==> src/hw/rtl/assert_macros.svh <==
// ---------------------------------------------------------------------------
// Assertion macros
// Shared concurrent assertion forms, clocked on clk and disabled in reset.
// ---------------------------------------------------------------------------
`ifndef ASSERT_MACROS_SVH
`define ASSERT_MACROS_SVH

// Property must hold at every rising edge of clk outside reset.
`define I2CMW_ASSERT(lbl, prop, msg) \
    lbl: assert property (@(posedge clk) disable iff (!rst_n) (prop)) else $error(msg);

// Expression must never be true at a rising edge of clk outside reset.
`define I2CMW_ASSERT_NEVER(lbl, expr, msg) \
    `I2CMW_ASSERT(lbl, !(expr), msg)

`endif

==> src/hw/rtl/i2cmw_pkg.sv <==
// ---------------------------------------------------------------------------
// i2cmw_pkg
// Types, phase codes and constants of the I2C master write engine.
// ---------------------------------------------------------------------------
`timescale 1ns / 1ps

package i2cmw_pkg;

    localparam int BYTE_W    = 8;
    localparam int TIMEOUT_W = 16;
    localparam int CFG_DATA_W = 16;
    localparam int CFG_IDX_W  = 1;
    localparam int PHASE_W    = 4;
    localparam int BITCNT_W   = 4;
    localparam int STATUS_W   = 2;

    // Phase codes of the bus sequencer.
    localparam logic [PHASE_W-1:0] PH_IDLE       = 4'd0;
    localparam logic [PHASE_W-1:0] PH_START_WAIT = 4'd1;
    localparam logic [PHASE_W-1:0] PH_START_LOW  = 4'd2;
    localparam logic [PHASE_W-1:0] PH_BIT_LOW    = 4'd3;
    localparam logic [PHASE_W-1:0] PH_BIT_HIGH   = 4'd4;
    localparam logic [PHASE_W-1:0] PH_ACK_LOW    = 4'd5;
    localparam logic [PHASE_W-1:0] PH_ACK_HIGH   = 4'd6;
    localparam logic [PHASE_W-1:0] PH_ACK_WAIT   = 4'd7;
    localparam logic [PHASE_W-1:0] PH_STOP_RISE  = 4'd8;
    localparam logic [PHASE_W-1:0] PH_STOP_END   = 4'd9;

    // Completion status codes.
    localparam logic [STATUS_W-1:0] ST_OK   = 2'd0;
    localparam logic [STATUS_W-1:0] ST_BUSY = 2'd1;
    localparam logic [STATUS_W-1:0] ST_NACK = 2'd2;

    // Configuration register indexes.
    localparam logic [CFG_IDX_W-1:0] CFG_ADDRESS_BYTE  = 1'b0;
    localparam logic [CFG_IDX_W-1:0] CFG_TIMEOUT_TICKS = 1'b1;

    localparam logic [TIMEOUT_W-1:0] TIMEOUT_RESET = 16'd100;
    localparam logic [BITCNT_W-1:0]  BITS_PER_BYTE = 4'd8;

    typedef struct packed {
        logic             command;
        logic             sda_level;
        logic [BYTE_W-1:0] byte_value;
        logic             byte_is_last;
    } in_item_t;

    typedef struct packed {
        logic               scl_release;
        logic               sda_release;
        logic               byte_taken;
        logic               done_res;
        logic [STATUS_W-1:0] status;
    } out_item_t;

    typedef struct packed {
        logic [PHASE_W-1:0]   phase;
        logic [BITCNT_W-1:0]  bit_count;
        logic [BYTE_W-1:0]    shift_byte;
        logic [TIMEOUT_W-1:0] wait_count;
        logic                 final_byte_flag;
        logic [STATUS_W-1:0]  error_code;
    } seq_state_t;

    typedef struct packed {
        logic [BYTE_W-1:0]    address_byte;
        logic [TIMEOUT_W-1:0] timeout_ticks;
    } cfg_t;

endpackage

==> src/hw/rtl/i2cmw_step.sv <==
// ---------------------------------------------------------------------------
// i2cmw_step
// One bus tick of the write sequencer: next state and line drive.
// ---------------------------------------------------------------------------
`timescale 1ns / 1ps

module i2cmw_step (
    input  i2cmw_pkg::seq_state_t cur,
    input  i2cmw_pkg::in_item_t   item,
    input  i2cmw_pkg::cfg_t       cfg,
    output i2cmw_pkg::seq_state_t nxt,
    output i2cmw_pkg::out_item_t  res
);
    import i2cmw_pkg::*;

    logic [BITCNT_W-1:0] bit_count_inc;

    assign bit_count_inc = cur.bit_count + BITCNT_W'(1);

    always_comb
    begin
        nxt = cur;
        res = '0;
        res.scl_release = 1'b1;
        res.sda_release = 1'b1;
        unique case (cur.phase)
            PH_START_WAIT:
            begin
                if (item.sda_level)
                begin
                    res.sda_release = 1'b0;
                    nxt.phase = PH_START_LOW;
                end
                else if (cur.wait_count == '0)
                begin
                    res.done_res = 1'b1;
                    res.status = ST_BUSY;
                    nxt.phase = PH_IDLE;
                end
                else
                begin
                    nxt.wait_count = cur.wait_count - TIMEOUT_W'(1);
                end
            end
            PH_START_LOW:
            begin
                res.scl_release = 1'b0;
                res.sda_release = 1'b0;
                nxt.shift_byte = cfg.address_byte;
                nxt.bit_count = '0;
                nxt.phase = PH_BIT_LOW;
            end
            PH_BIT_LOW:
            begin
                res.scl_release = 1'b0;
                res.sda_release = cur.shift_byte[BYTE_W-1];
                nxt.phase = PH_BIT_HIGH;
            end
            PH_BIT_HIGH:
            begin
                res.sda_release = cur.shift_byte[BYTE_W-1];
                nxt.shift_byte = {cur.shift_byte[BYTE_W-2:0], 1'b0};
                nxt.bit_count = bit_count_inc;
                nxt.phase = (bit_count_inc >= BITS_PER_BYTE) ? PH_ACK_LOW : PH_BIT_LOW;
            end
            PH_ACK_LOW:
            begin
                res.scl_release = 1'b0;
                nxt.phase = PH_ACK_HIGH;
            end
            PH_ACK_HIGH:
            begin
                nxt.wait_count = cfg.timeout_ticks;
                nxt.phase = PH_ACK_WAIT;
            end
            PH_ACK_WAIT:
            begin
                if (!item.sda_level)
                begin
                    res.scl_release = 1'b0;
                    if (cur.final_byte_flag)
                    begin
                        res.sda_release = 1'b0;
                        nxt.phase = PH_STOP_RISE;
                    end
                    else
                    begin
                        // The acknowledge tick also drives the first bit of the next byte.
                        res.byte_taken = 1'b1;
                        res.sda_release = item.byte_value[BYTE_W-1];
                        nxt.final_byte_flag = item.byte_is_last;
                        nxt.shift_byte = item.byte_value;
                        nxt.bit_count = '0;
                        nxt.phase = PH_BIT_HIGH;
                    end
                end
                else if (cur.wait_count == '0)
                begin
                    res.sda_release = 1'b0;
                    nxt.error_code = ST_NACK;
                    nxt.phase = PH_STOP_RISE;
                end
                else
                begin
                    nxt.wait_count = cur.wait_count - TIMEOUT_W'(1);
                end
            end
            PH_STOP_RISE:
            begin
                res.sda_release = 1'b0;
                nxt.phase = PH_STOP_END;
            end
            PH_STOP_END:
            begin
                res.done_res = 1'b1;
                res.status = cur.error_code;
                nxt.phase = PH_IDLE;
            end
            default:
            begin
                // Idle, and any code outside the list, which falls back to idle.
                nxt.phase = PH_IDLE;
                if (item.command)
                begin
                    nxt.error_code = ST_OK;
                    nxt.final_byte_flag = 1'b0;
                    nxt.bit_count = '0;
                    nxt.wait_count = cfg.timeout_ticks;
                    nxt.phase = PH_START_WAIT;
                end
            end
        endcase
    end

endmodule

==> src/hw/rtl/i2c_master_write_bitbang_top.sv <==
// ---------------------------------------------------------------------------
// i2c_master_write_bitbang_top
// Open-drain I2C master write engine, one bus timing tick per item.
// ---------------------------------------------------------------------------
// Usage: every input item is one bus tick. It carries the sampled SDA level,
// a begin command and the next data byte with its last flag. Every item
// produces exactly one result item with the SCL and SDA release levels for
// that tick, a byte taken flag, and a done flag with its status.
// Both channels use valid and ready. An item is registered on entry, the
// sequencer step is evaluated from that register and the current state, and
// the result lands in an output register. The block takes one item per cycle
// while the receiver does not stall; the rate is set by the combinational
// sequencer step between the two registers.
// When the receiver stalls, the result stays in the output register and the
// input register still accepts one more item, after which ready drops until
// the result is taken. No tick is lost or repeated.
// Reset empties both pipeline registers, puts the sequencer in idle and loads
// the configuration defaults: address byte 0, timeout 100 ticks.
// Configuration writes (index 0 address byte, index 1 timeout ticks) take
// effect at once and are meant for when the block is idle.
// ---------------------------------------------------------------------------
`timescale 1ns / 1ps
`include "assert_macros.svh"

module i2c_master_write_bitbang_top (
    input  logic                                         clk,
    input  logic                                         rst_n,
    input  logic                                         in_valid,
    output logic                                         in_ready,
    input  i2cmw_pkg::in_item_t                          in_data,
    output logic                                         out_valid,
    input  logic                                         out_ready,
    output i2cmw_pkg::out_item_t                         out_data,
    input  logic                                         cfg_wr_en,
    input  logic [i2cmw_pkg::CFG_IDX_W-1:0]              cfg_index,
    input  logic [i2cmw_pkg::CFG_DATA_W-1:0]             cfg_data
);
    import i2cmw_pkg::*;

    // Input register stage.
    logic      in_item_valid_reg;
    in_item_t  in_item_reg;

    // Output register stage.
    logic      out_valid_reg;
    out_item_t out_item_reg;

    // Sequencer state and configuration.
    seq_state_t seq_reg;
    seq_state_t seq_next;
    out_item_t  step_res;
    cfg_t       cfg_reg;

    logic advance;
    logic in_fire;

    // The registered item steps the sequencer whenever the output slot is
    // free or being emptied in this cycle.
    assign advance  = in_item_valid_reg && (!out_valid_reg || out_ready);
    assign in_ready = !in_item_valid_reg || advance;
    assign in_fire  = in_valid && in_ready;

    assign out_valid = out_valid_reg;
    assign out_data  = out_item_reg;

    i2cmw_step u_step (
        .cur  (seq_reg),
        .item (in_item_reg),
        .cfg  (cfg_reg),
        .nxt  (seq_next),
        .res  (step_res)
    );

    always_ff @(posedge clk or negedge rst_n)
    begin
        if (!rst_n)
        begin
            in_item_valid_reg <= 1'b0;
        end
        else if (in_fire)
        begin
            in_item_valid_reg <= 1'b1;
        end
        else if (advance)
        begin
            in_item_valid_reg <= 1'b0;
        end
    end

    always_ff @(posedge clk)
    begin
        if (in_fire)
        begin
            in_item_reg <= in_data;
        end
    end

    always_ff @(posedge clk or negedge rst_n)
    begin
        if (!rst_n)
        begin
            out_valid_reg <= 1'b0;
            seq_reg       <= '{phase: PH_IDLE, default: '0};
        end
        else if (advance)
        begin
            out_valid_reg <= 1'b1;
            seq_reg       <= seq_next;
        end
        else if (out_ready)
        begin
            out_valid_reg <= 1'b0;
        end
    end

    always_ff @(posedge clk)
    begin
        if (advance)
        begin
            out_item_reg <= step_res;
        end
    end

    // Configuration registers, written directly by the write port.
    always_ff @(posedge clk or negedge rst_n)
    begin
        if (!rst_n)
        begin
            cfg_reg.address_byte  <= '0;
            cfg_reg.timeout_ticks <= TIMEOUT_RESET;
        end
        else if (cfg_wr_en)
        begin
            unique case (cfg_index)
                CFG_ADDRESS_BYTE:  cfg_reg.address_byte  <= cfg_data[BYTE_W-1:0];
                CFG_TIMEOUT_TICKS: cfg_reg.timeout_ticks <= cfg_data[TIMEOUT_W-1:0];
                default:           cfg_reg <= cfg_reg;
            endcase
        end
    end

    // A non-zero status only ever comes with the done flag.
    `I2CMW_ASSERT(a_status_with_done,
        out_valid_reg |-> (out_item_reg.done_res || out_item_reg.status == ST_OK),
        "status set without done")
    // A data byte is only consumed on a tick that holds SCL low.
    `I2CMW_ASSERT(a_taken_scl_low,
        (out_valid_reg && out_item_reg.byte_taken) |-> !out_item_reg.scl_release,
        "byte taken while SCL released")
    // With both stages full and the output stalled, no further item enters.
    `I2CMW_ASSERT(a_full_no_entry,
        (in_item_valid_reg && out_valid_reg && !out_ready) |-> !in_ready,
        "input accepted while pipeline full")
    // The bit counter never runs past one byte.
    `I2CMW_ASSERT_NEVER(a_bit_count_range,
        seq_reg.bit_count > BITS_PER_BYTE,
        "bit counter out of range")

endmodule

==> config.mk <==
export PLATFORM = sky130hd
export DESIGN_NAME = i2c_master_write_bitbang_top
export DESIGN_NICKNAME = d
export VERILOG_FILES = /design/src/hw/rtl/i2cmw_pkg.sv /design/src/hw/rtl/i2cmw_step.sv /design/src/hw/rtl/i2c_master_write_bitbang_top.sv
export VERILOG_INCLUDE_DIRS = /design/src /design/src/hw/rtl
export SDC_FILE = /design/constraint.sdc
export NUM_CORES = 1
export LEC_CHECK = 0
export BUFFER_PORTS_ARGS = -buffer_cell sky130_fd_sc_hd__clkbuf_2
export CAP_MARGIN = 20
export CORE_UTILIZATION = 55
export CTS_CLUSTER_SIZE = 40
export DETAILED_ROUTE_END_ITERATION = 8
export PLACE_DENSITY = 0.75
export SLEW_MARGIN = 25
export SYNTH_ARGS = -nofsm -noshare
export SYNTH_HDL_FRONTEND = slang
export SYNTH_SLANG_ARGS = --single-unit
==> constraint.sdc <==
create_clock -name clk -period 4.35 [get_ports clk]
set_input_delay 0.435 -clock clk [delete_from_list [all_inputs] [get_ports clk]]
set_output_delay 0.435 -clock clk [all_outputs]
set_load 0.05 [all_outputs]
==> metrics.txt <==
hpwl dp=5.72 mm; Worst setup SP type=flip-flop; status=finished, final reports clean; unrepaired setup endpoints after global routing=false; Simple-Gate Fraction of Synth Area=16.9%; CP Class=reg -> reg; Yosys warnings=0; Hold Violations, Final=0; most frequent cells in the layout=dfrtp_1, clkbuf_2, nand2_1, nor2_1, a21oi_1; Tot GR Track Use=24.5%; final WL=8.43 mm; cell taking the most area after synthesis=dfrtp_1; antenna cell count=0; max-slew violations=0; Num Clock Sinks=77; grt ovf=0; commonest non-fill, non-tap cell in the layout=dfrtp_1; CTS Buf Count=9; setup violators final=0; die span in y=86.5 µm; Worst Hold Class=in -> async; Critical Path AT=3.08 ns; first-pass iteration count of the detailed router=6; clock tree buffer depth=2; crit path max fanout=23; Util after Layout=64.2%; post-synthesis xor/xnor area fraction=0.223%; Worst path slowest cell=nor4_4; share of the synthesized area in the top cell type=36.4%; Synth async-reset ratio=77.9%; # nets final=442; CP peak stage delay=0.76 ns; synthesis-to-finish area growth=11.8%; Least-Margin Pin Slew=0.913 ns; WP buf/inv=0; root buffer cell=clkbuf_8; Die W=86.5 µm; Worst Path Required=4.59 ns; CTS tree=done; Worst Skew=0.0114 ns; post-cts sizing count=0; VDD IR-drop max=0.313 mV; Finished Layout Cells=507; PortBufs=40; largest net degree at the start of global routing=39; crit-path leading delay family=simple AND/OR/NAND/NOR gates; Vias/cell=6.09; die footprint=7480 µm²; wire length per cell=16.6 µm; Seq/Total Area, Yosys=51.4%; Final ANT Viol Nets=0; leakage=0.00177 µW; later-pin clock latency in the skew report=0.36 ns; Largest register FFs=34; Synth Area in Adders=0.957%; core area=6830 µm²; largest family of logic cells by synthesized area=compound AO/OA/AOI/OAI gates; Slew HR=39.0%; Synth Instances=376; Final TNS setup=0 ns; fmax=352 MHz; routability cong.=0.829; # rows=30; CP Capture Type=flip-flop; share of layout cells above drive strength 1=24.1%; dpl cells=491; DRC Markers=0; Worst-path clk slew=0.09 ns; Starting DRT DRC Count=415; largest cells by area after synthesis=dfrtp_1, edfxtp_1, mux2_2; Initial Utilization=57.4%; initial antenna violation count=0; complex-gate fraction of the synthesized area=19.6%; vias in the first global route=2852; Hold Buf Count CTS=0; mux cell area share after synthesis=7.27%; syn avg cell area=10.4 µm²; post-CTS setup buffers=0; count of cell types in the netlist=65; htree depth=3; io pins=41; Post-synth EDFFs=17; top_reg_cell synth=dfrtp_1; Yosys reg bits=77; maxcap violations=0; first-pass GRT wire length=14.0 mm; Net Count, Synth=412; Final Cycle Share=65.3%; Tmin final=2.84 ns; crit path cell chain=nor2_2 > a221oi_2 > nor4_4 > and2_1 > mux2_4; via count of the routed design=3087; power density cells=627 nW/µm²; Post-Syn Area=3920 µm²
[logic make-up after synthesis]
logic type / count (synthesis)
fa+ha+maj: 3
flops: 77
xor+xnor: 1
compound gates: 117
buf+inv: 31
mux: 25
simple gates: 122
[report_power, final]
group | internal, µW | switching, µW | leakage (µW)
clock | 378 | 274 | 0.000115
combinational | 376 | 545 | 0.000781
sequential | 930 | 247 | 0.000873
total | 1680 | 1070 | 0.00177
[Yosys cell counts, types with 5 or more instances]
| cell | count |
|---|---|
| a211oi_1 | 6 |
| a21oi_1 | 26 |
| a22oi_1 | 8 |
| a31oi_1 | 11 |
| and2_1 | 6 |
| buf_2 | 13 |
| clkbuf_1 | 5 |
| dfrtp_1 | 57 |
| edfxtp_1 | 17 |
| inv_1 | 8 |
| mux2_2 | 24 |
| nand2_1 | 30 |
| nand2b_1 | 5 |
| nand3_1 | 8 |
| nor2_1 | 29 |
| nor2b_1 | 5 |
| nor3_1 | 13 |
| o21ai_0 | 19 |
| o21ai_1 | 6 |
| o22ai_1 | 6 |
| o31ai_1 | 8 |
[final cells by class]
cell class / instances / area [µm²]
clock buffer: 9 / 124
clock inverter: 7 / 114
multi-input combinational: 268 / 1770
tap: 96 / 120
fill: 580 / 2440
inverter: 8 / 30.0
sequential: 77 / 2020
timing repair buffer: 42 / 215
[path summary, 6_finish.rpt]
check / cells after the start / slack, ns / startpoint / endpoint
min reg2reg: 1 / 0.51 / in_item_valid_reg$_DFFE_PN0P_ / out_valid$_DFFE_PN0P_
max in group asynchronous: 2 / 3.36 / rst_n / cfg_reg[2]$_DFFE_PN1P_
min: 1 / 0.06 / rst_n / seq_reg[16]$_DFFE_PN0P_
max: 5 / 1.51 / seq_reg[32]$_DFFE_PN0P_ / seq_reg[4]$_DFFE_PN0P_
max reg2reg: 5 / 1.51 / seq_reg[32]$_DFFE_PN0P_ / seq_reg[4]$_DFFE_PN0P_
min in group clk: 1 / 0.25 / in_data[10] / in_item_reg[10]$_DFFE_PP_
[routing by layer]
layer,routed length [µm],GRT usage [%],up-vias
met5,0,0,-
met4,167,9.70,0
met3,438,4.29,16
met2,3920,37.5,104
met1,3900,34.9,1503
li1,-,-,1464
[through the flow]
step                hold WS, ns  setup WS [ns]  power, µW  area, µm²
floorplan                 0.139           2.38       1890       3920
global placement          0.441           1.70       2040       4150
detailed placement        0.459           1.62       2090       4150
CTS                      0.0746           1.59       2740       4380
global route              0.102           1.36       2920       4390
finish                   0.0561           1.51       2750       4390
No activity file was read; power rests on OpenSTA's default activity.
